`src/hw/rtl/ltps_pkg.sv`:
```
// ----------------------------------------------------------------------------
// Line tracking steering package
// Shared types, register indexes, reset values and the sensor decode table.
// ----------------------------------------------------------------------------
package ltps_pkg;

    localparam int unsigned GAIN_W  = 16;
    localparam int unsigned POS_W   = 3;
    localparam int unsigned SPEED_W = 11;
    localparam int unsigned SENS_W  = 4;
    localparam int unsigned ERR_W   = 4;
    localparam int unsigned SUM_W   = 16;
    localparam int unsigned CIDX_W  = 3;
    localparam int unsigned CDATA_W = 16;

    localparam logic [CIDX_W-1:0] CFG_KP     = 3'd0;
    localparam logic [CIDX_W-1:0] CFG_KI     = 3'd1;
    localparam logic [CIDX_W-1:0] CFG_KD     = 3'd2;
    localparam logic [CIDX_W-1:0] CFG_TARGET = 3'd3;
    localparam logic [CIDX_W-1:0] CFG_BASE   = 3'd4;
    localparam logic [CIDX_W-1:0] CFG_MAX    = 3'd5;

    localparam logic signed [GAIN_W-1:0] KP_RST     = -16'sd256;
    localparam logic signed [GAIN_W-1:0] KI_RST     = 16'sd0;
    localparam logic signed [GAIN_W-1:0] KD_RST     = 16'sd205;
    localparam logic signed [POS_W-1:0]  TARGET_RST = 3'sd0;
    localparam logic [SPEED_W-1:0]       BASE_RST   = 11'd768;
    localparam logic [SPEED_W-1:0]       MAX_RST    = 11'd1280;

    localparam logic signed [POS_W-1:0] POS_ILLEGAL = 3'b100;

    typedef struct packed {
        logic signed [GAIN_W-1:0] kp;
        logic signed [GAIN_W-1:0] ki;
        logic signed [GAIN_W-1:0] kd;
        logic signed [POS_W-1:0]  target;
        logic [SPEED_W-1:0]       base;
        logic [SPEED_W-1:0]       max;
    } t_cfg;

    typedef struct packed {
        logic                     changed;
        logic [SPEED_W-1:0]       left;
        logic [SPEED_W-1:0]       right;
        logic signed [POS_W-1:0]  pos;
    } t_result;

    typedef struct packed {
        logic                     known;
        logic signed [POS_W-1:0]  pos;
    } t_decode;

    function automatic t_decode decode_sensors(input logic [SENS_W-1:0] bits);
        t_decode d;
        d.known = 1'b1;
        case (bits)
            4'b0000: d.pos = 3'sd0;
            4'b0001: d.pos = -3'sd2;
            4'b0010: d.pos = -3'sd1;
            4'b0011: d.pos = -3'sd3;
            4'b0100: d.pos = 3'sd1;
            4'b1000: d.pos = 3'sd2;
            4'b1100: d.pos = 3'sd3;
            default: begin
                d.known = 1'b0;
                d.pos   = 3'sd0;
            end
        endcase
        return d;
    endfunction

endpackage

```
`src/hw/rtl/ltps_cfg_regs.sv`:
```
// ----------------------------------------------------------------------------
// Configuration registers
// Holds the gains, target position and speed limits written over the
// configuration channel. Writes to unused indexes are dropped.
// ----------------------------------------------------------------------------
module ltps_cfg_regs
    import ltps_pkg::*;
(
    input  logic               i_clk,
    input  logic               i_rst_n,
    input  logic               i_cfg_valid,
    input  logic [CIDX_W-1:0]  i_cfg_index,
    input  logic [CDATA_W-1:0] i_cfg_data,
    output t_cfg               o_cfg
);

    t_cfg r_cfg;
    t_cfg n_cfg;

    always_comb begin
        n_cfg = r_cfg;
        if (i_cfg_valid) begin
            case (i_cfg_index)
                CFG_KP:     n_cfg.kp     = i_cfg_data;
                CFG_KI:     n_cfg.ki     = i_cfg_data;
                CFG_KD:     n_cfg.kd     = i_cfg_data;
                CFG_TARGET: n_cfg.target = i_cfg_data[POS_W-1:0];
                CFG_BASE:   n_cfg.base   = i_cfg_data[SPEED_W-1:0];
                CFG_MAX:    n_cfg.max    = i_cfg_data[SPEED_W-1:0];
                default:    n_cfg        = r_cfg;
            endcase
        end
    end

    always_ff @(posedge i_clk) begin
        if (!i_rst_n) begin
            r_cfg.kp     <= KP_RST;
            r_cfg.ki     <= KI_RST;
            r_cfg.kd     <= KD_RST;
            r_cfg.target <= TARGET_RST;
            r_cfg.base   <= BASE_RST;
            r_cfg.max    <= MAX_RST;
        end else begin
            r_cfg <= n_cfg;
        end
    end

    assign o_cfg = r_cfg;

endmodule

```
`src/hw/rtl/ltps_pid_core.sv`:
```
// ----------------------------------------------------------------------------
// Steering PID datapath
// Decodes the sensor pattern, runs the positional PID and clamps both wheel
// setpoints. Holds the position, previous error and integral state.
// ----------------------------------------------------------------------------
module ltps_pid_core
    import ltps_pkg::*;
(
    input  logic              i_clk,
    input  logic              i_rst_n,
    input  t_cfg              i_cfg,
    input  logic              i_step,
    input  logic [SENS_W-1:0] i_sensor_bits,
    output t_result           o_res
);

    logic signed [POS_W-1:0]   r_held_pos;
    logic signed [ERR_W-1:0]   r_prev_err;
    logic signed [SUM_W-1:0]   r_err_sum;

    t_decode                   w_dec;
    logic signed [POS_W-1:0]   w_pos;
    logic signed [POS_W-1:0]   w_target;
    logic signed [GAIN_W-1:0]  w_kp;
    logic signed [GAIN_W-1:0]  w_ki;
    logic signed [GAIN_W-1:0]  w_kd;
    logic signed [ERR_W-1:0]   w_err;
    logic signed [ERR_W:0]     w_de;
    logic signed [SUM_W:0]     w_sum_wide;
    logic signed [SUM_W-1:0]   n_err_sum;
    logic signed [19:0]        w_p_term;
    logic signed [31:0]        w_i_term;
    logic signed [20:0]        w_d_term;
    logic signed [32:0]        w_drive;
    logic signed [33:0]        w_base;
    logic signed [33:0]        w_top;
    logic signed [33:0]        w_left;
    logic signed [33:0]        w_right;

    always_comb begin
        w_dec    = decode_sensors(i_sensor_bits);
        w_pos    = w_dec.known ? w_dec.pos : r_held_pos;
        w_target = i_cfg.target;
        w_kp     = i_cfg.kp;
        w_ki     = i_cfg.ki;
        w_kd     = i_cfg.kd;

        w_err      = ERR_W'(w_target) - ERR_W'(w_pos);
        w_de       = (ERR_W+1)'(w_err) - (ERR_W+1)'(r_prev_err);
        w_sum_wide = (SUM_W+1)'(r_err_sum) + (SUM_W+1)'(w_err);
        if (w_sum_wide > 17'sd32767) begin
            n_err_sum = 16'sd32767;
        end else if (w_sum_wide < -17'sd32768) begin
            n_err_sum = -16'sd32768;
        end else begin
            n_err_sum = w_sum_wide[SUM_W-1:0];
        end

        w_p_term = 20'(w_kp) * 20'(w_err);
        w_i_term = 32'(w_ki) * 32'(n_err_sum);
        w_d_term = 21'(w_kd) * 21'(w_de);
        w_drive  = 33'(w_p_term) + 33'(w_i_term) + 33'(w_d_term);

        w_base  = 34'(signed'({1'b0, i_cfg.base}));
        w_top   = 34'(signed'({1'b0, i_cfg.max}));
        w_left  = w_base + 34'(w_drive);
        w_right = w_base - 34'(w_drive);

        o_res.changed = (w_pos != r_held_pos);
        o_res.pos     = w_pos;
        if (w_left < 34'sd0) begin
            o_res.left = '0;
        end else if (w_left > w_top) begin
            o_res.left = i_cfg.max;
        end else begin
            o_res.left = w_left[SPEED_W-1:0];
        end
        if (w_right < 34'sd0) begin
            o_res.right = '0;
        end else if (w_right > w_top) begin
            o_res.right = i_cfg.max;
        end else begin
            o_res.right = w_right[SPEED_W-1:0];
        end
    end

    always_ff @(posedge i_clk) begin
        if (!i_rst_n) begin
            r_held_pos <= '0;
            r_prev_err <= '0;
            r_err_sum  <= '0;
        end else if (i_step) begin
            r_held_pos <= w_pos;
            r_prev_err <= w_err;
            r_err_sum  <= n_err_sum;
        end
    end

endmodule

```
`src/hw/rtl/line_track_pid_steering_core.sv`:
```
// ----------------------------------------------------------------------------
// Line tracking PID steering core
// A result is registered only for a sensor beat that moves the line position.
// Throughput: one sensor beat per cycle; a beat that moves the position stalls
// on a full result register; input ready follows output ready combinationally.
// Reset clears the pipeline and PID state and restores the register defaults.
// ----------------------------------------------------------------------------
module line_track_pid_steering_core
    import ltps_pkg::*;
(
    input  logic               i_clk,
    input  logic               i_rst_n,
    input  logic               i_in_valid,
    output logic               o_in_ready,
    input  logic [SENS_W-1:0]  i_sensor_bits,
    output logic               o_out_valid,
    input  logic               i_out_ready,
    output logic [SPEED_W-1:0] o_left_speed,
    output logic [SPEED_W-1:0] o_right_speed,
    output logic [POS_W-1:0]   o_line_position,
    input  logic               i_cfg_valid,
    output logic               o_cfg_ready,
    input  logic [CIDX_W-1:0]  i_cfg_index,
    input  logic [CDATA_W-1:0] i_cfg_data
);

    t_cfg              w_cfg;
    t_result           w_res;
    logic              w_out_free;
    logic              w_step;

    logic              r_in_valid;
    logic [SENS_W-1:0] r_in_bits;
    logic              r_out_valid;
    t_result           r_out;

    ltps_cfg_regs u_cfg (
        .i_clk       (i_clk),
        .i_rst_n     (i_rst_n),
        .i_cfg_valid (i_cfg_valid),
        .i_cfg_index (i_cfg_index),
        .i_cfg_data  (i_cfg_data),
        .o_cfg       (w_cfg)
    );

    ltps_pid_core u_pid (
        .i_clk         (i_clk),
        .i_rst_n       (i_rst_n),
        .i_cfg         (w_cfg),
        .i_step        (w_step),
        .i_sensor_bits (r_in_bits),
        .o_res         (w_res)
    );

    assign w_out_free = !r_out_valid || i_out_ready;
    assign w_step     = r_in_valid && (!w_res.changed || w_out_free);
    assign o_in_ready = !r_in_valid || w_step;
    assign o_cfg_ready = 1'b1;

    always_ff @(posedge i_clk) begin
        if (!i_rst_n) begin
            r_in_valid  <= 1'b0;
            r_out_valid <= 1'b0;
        end else begin
            if (o_in_ready) begin
                r_in_valid <= i_in_valid;
            end
            if (w_step && w_res.changed) begin
                r_out_valid <= 1'b1;
            end else if (i_out_ready) begin
                r_out_valid <= 1'b0;
            end
        end
    end

    always_ff @(posedge i_clk) begin
        if (o_in_ready && i_in_valid) begin
            r_in_bits <= i_sensor_bits;
        end
        if (w_step && w_res.changed) begin
            r_out <= w_res;
        end
    end

    assign o_out_valid     = r_out_valid;
    assign o_left_speed    = r_out.left;
    assign o_right_speed   = r_out.right;
    assign o_line_position = r_out.pos;

    a_no_illegal_pos: assert property (@(posedge i_clk) disable iff (!i_rst_n)
        o_out_valid |-> (o_line_position != POS_ILLEGAL))
        else $error("result carries an impossible line position");

    a_empty_ready: assert property (@(posedge i_clk) disable iff (!i_rst_n)
        !r_in_valid |-> o_in_ready)
        else $error("empty input stage refuses a beat");

    a_stall_holds: assert property (@(posedge i_clk) disable iff (!i_rst_n)
        (r_in_valid && !w_step) |=> (r_in_valid && $stable(r_in_bits)))
        else $error("stalled sensor beat was lost or altered");

    a_result_loaded: assert property (@(posedge i_clk) disable iff (!i_rst_n)
        (w_step && w_res.changed) |=> o_out_valid)
        else $error("position change did not produce a result");

endmodule

```
`config.mk`:
```
export PLATFORM = sky130hd
export DESIGN_NAME = line_track_pid_steering_core
export DESIGN_NICKNAME = d
export VERILOG_FILES = /design/src/hw/rtl/ltps_pkg.sv /design/src/hw/rtl/ltps_cfg_regs.sv /design/src/hw/rtl/ltps_pid_core.sv /design/src/hw/rtl/line_track_pid_steering_core.sv
export SDC_FILE = /design/constraint.sdc
export NUM_CORES = 2
export LEC_CHECK = 0
export BUFFER_PORTS_ARGS = -buffer_cell sky130_fd_sc_hd__buf_4
export CAP_MARGIN = 20
export CORE_MARGIN = 2
export CORE_UTILIZATION = 44
export DETAILED_ROUTE_END_ITERATION = 16
export SLEW_MARGIN = 40
export SYNTH_ARGS = -nofsm -noshare
export SYNTH_HDL_FRONTEND = slang
export SYNTH_SLANG_ARGS = --single-unit
```
`constraint.sdc`:
```
create_clock -name i_clk -period 17.6 [get_ports i_clk]
set_input_delay 4.4 -clock i_clk [delete_from_list [all_inputs] [get_ports i_clk]]
set_output_delay 4.4 -clock i_clk [all_outputs]
set_load 0.01 [all_outputs]
```
==> results list <==
- Buffers inserted during post-CTS setup optimization: 0
- The worst setup path is launched from a register.
- At the placement stage, the worst setup path has a slack of 2.33 ns.
- Relative slew slack: 0.438
- Max-capacitance violation count: 0
* Yosys warns: 0
- Insertion delay of the later-clocked pin in the worst-skew pair: 0.49 ns
- The synthesized design spends more area on one cell type than any other, namely sky130_fd_sc_hd__fa_1.
- Proportion of layout cells with a drive suffix above 1: 0.0636
- Horizontal extent of the die: 240 um
- Clock-pin slew was measured on the worst setup and hold paths at 0.07 ns.
- Relative to the synthesized area, the layout overhead comes to 7.04%.
- In the final routed layout, each cell accounts on average for around 20 um.
* Main flop type after synthesis: sky130_fd_sc_hd__dfxtp_1
- The worst setup path is of the register to register kind.
- Post-Route Hold Slack: about 0.47 ns
* DRC violation total after the first TritonRoute iteration: ~1200
- Period utilization: 0.881
- Of the post-synthesis cell area, the dominant cell type holds 0.368.
- Wirelength, routed: 69300 um
* Number of distinct library cells after synthesis: 92
- The clock passes through at most 2 buffers.
- Post-synthesis sequential element count: 127
- Slowest cell on the critical path: sky130_fd_sc_hd__fa_1
- Transition at the pin with the smallest max-transition slack: about 0.84 ns
- In this run the tool buffered the top-level ports with 54 buffer cells.
- Area of the die: 0.0577 sq mm
* Final setup violation count: 0
* Setup_tns: 0 ns
* Final slew viol count: 0
- In this design, the stage delay of the slowest critical-path cell is approximately 1.1 ns.
* Final Skew: 0.0194 ns
- After synthesis, the share of flip-flops with an asynchronous set or reset is 0.
* Largest net degree at the start of global routing: 99
- In this run the remaining antenna-violating nets after routing total 0.
- The congestion estimate from routability-driven global placement came to slightly above 0.9.
- Global routing finished with a remaining overflow of 0.
* Largest fanout on the critical path: 38
- Post-synth EDFFs: 29
- 1st-pass router iterations: 5
- Number of non-filler instances in the completed layout: ~3500
- Synthesized Nets: 3447
* Most frequent standard cell in the layout excluding fill and tap cells: sky130_fd_sc_hd__inv_1
* Number of cell rows: 86
- The tree is rooted in a sky130_fd_sc_hd__clkbuf_16.
- STA classifies the critical path endpoint as a register.
- Overall global routing resource usage: 0.256
* # H-tree levels: 4
* RSZ-0062 raised after global routing: no
* Synth top area cells: sky130_fd_sc_hd__fa_1, sky130_fd_sc_hd__ha_1, sky130_fd_sc_hd__dfxtp_1
- Average size of a mapped cell: between 8 and 9 sq um
- Detailed placement HPWL: 56900 um
* Chip Height: between 200 and 250 um
- Data arrives at the worst endpoint at 15.81 ns.
- Initial Util: 0.445
- After floorplanning, the core was sized to cover between 0.05 and 0.06 sq mm.
* Number of diodes: 0
- First-pass GRT wire length: 114000 um
- The share of the Yosys chip area taken by registers is 0.115.
- Top library cells by usage in the layout, fill and taps aside: sky130_fd_sc_hd__inv_1, sky130_fd_sc_hd__fa_1, sky130_fd_sc_hd__nand2_1, sky130_fd_sc_hd__ha_1, sky130_fd_sc_hd__nor2_1
- The tightest min-delay check is of the register to register type.
- Final net count: 3434
- The final route contains 19100 vias.
- Counting every sink on the clock net gives 127.
* Hold bufs inserted after CTS: 0
- Post-synth design cell area: roughly 0.025 sq mm
- The number of global-route vias before repair was 20100.
- Number of buffers created by CTS: 17
- TritonCTS built the clock tree.
- After layout, the minimum clock period comes to roughly 16 ns.
- Synthesis handed over a netlist of 2797 instances.
- After clock tree synthesis, the repair step resized 0 gates.
- The hold violation total from the final report is 0.
- Most repeated library cell on the critical path: sky130_fd_sc_hd__fa_1
* Num ports: 56
- Total placed cells including tap cells: 3513
- Max Clock Freq: 64.5 MHz
* Run status: finished, final reports clean
- After detailed routing, the number of remaining DRC violations is 0.
* Worst path setup slack after routing: 2.09 ns
- STA puts the critical path data required time at 17.90 ns.
* Via-to-Cell Ratio: 5.40
* Antenna violations before repair: 0
==> sequential cells by signal (all words and copies together), names as in the netlist <==
signal,flops
o_right_speed,11
o_out_valid,1
r_in_valid,1
u_pid.r_err_sum,16
u_pid.r_prev_err,4
o_left_speed,11
r_in_bits,4
o_line_position,3
u_cfg.o_cfg,73
u_pid.r_held_pos,3
==> through the flow <==
step	area, sq um	utilization
6_report	26300	0.477
5_1_grt	26300	0.477
4_1_cts	26200	0.476
3_5_place_dp	25700	0.466
3_3_place_gp	25600	0.465
2_1_floorplan	24500	-
==> worst max-delay path, delay by kind of cell, from the launching register on <==
family | cells | cell delay (ns)
buffers and inverters | 6 | 0.93
adders and majority gates | 11 | 6.02
AOI/OAI and AO/OA | 16 | 3.85
and+or+nand+nor | 10 | 3.65
xor gates and xnor gates | 1 | 0.34
DFF | 1 | 0.48
==> cell usage after synthesis (all sizes together) (49+ instances only) <==
library cell,instances
a21boi,65
a21oi,97
and2,125
clkbuf,88
dfxtp,98
fa,451
ha,171
inv,503
nand2,369
nand3,55
nor2,147
nor2b,71
o21ai,78
xnor2,49
==> path summary, 6_finish.rpt <==
path | start | to | slack, ns | depth (start not counted)
max | r_in_bits[1] | o_right_speed[6] | 2.09 | 44
max reg2reg | r_in_bits[1] | o_right_speed[6] | 2.09 | 44
min | u_pid.r_prev_err[2] | u_pid.r_prev_err[2] | 0.47 | 2
min reg2reg | u_pid.r_prev_err[2] | u_pid.r_prev_err[2] | 0.47 | 2
==> logic make-up after synthesis <==
| logic type | after synthesis | share of synthesized area |
|---|---|---|
| DFF | 127 | 0.115 |
| muxes | 14 | 0.00576 |
| other | 1 | 0.000153 |
| buffers and inverters | 611 | 0.0953 |
| and+or+nand+nor | 927 | 0.185 |
| xor gates and xnor gates | 73 | 0.0261 |
| adders and majority gates | 624 | 0.456 |
| AOI/OAI and AO/OA | 420 | 0.116 |
==> area by class of cell <==
| type | instances | area [sq um] |
|---|---|---|
| sequential | 127 | 2830 |
| multi-input combinational | 2059 | 19500 |
| inverter | 503 | 1890 |
| tap | 748 | 936 |
| fill | 5339 | 28800 |
| clock buffer | 19 | 464 |
| timing repair buffer | 76 | 572 |
| clock inverter | 13 | 114 |
==> per-layer routing <==
layer	vias up	track usage	share of wire
met5	-	0	0
met4	0	0.0563	0.016
met3	68	0.0392	0.057
met2	551	0.422	0.48
met1	9722	0.357	0.45
li1	8801	-	-
Power is not shown: default switching activity piles up to over one toggle a cycle in this logic, so the estimate is an artifact.
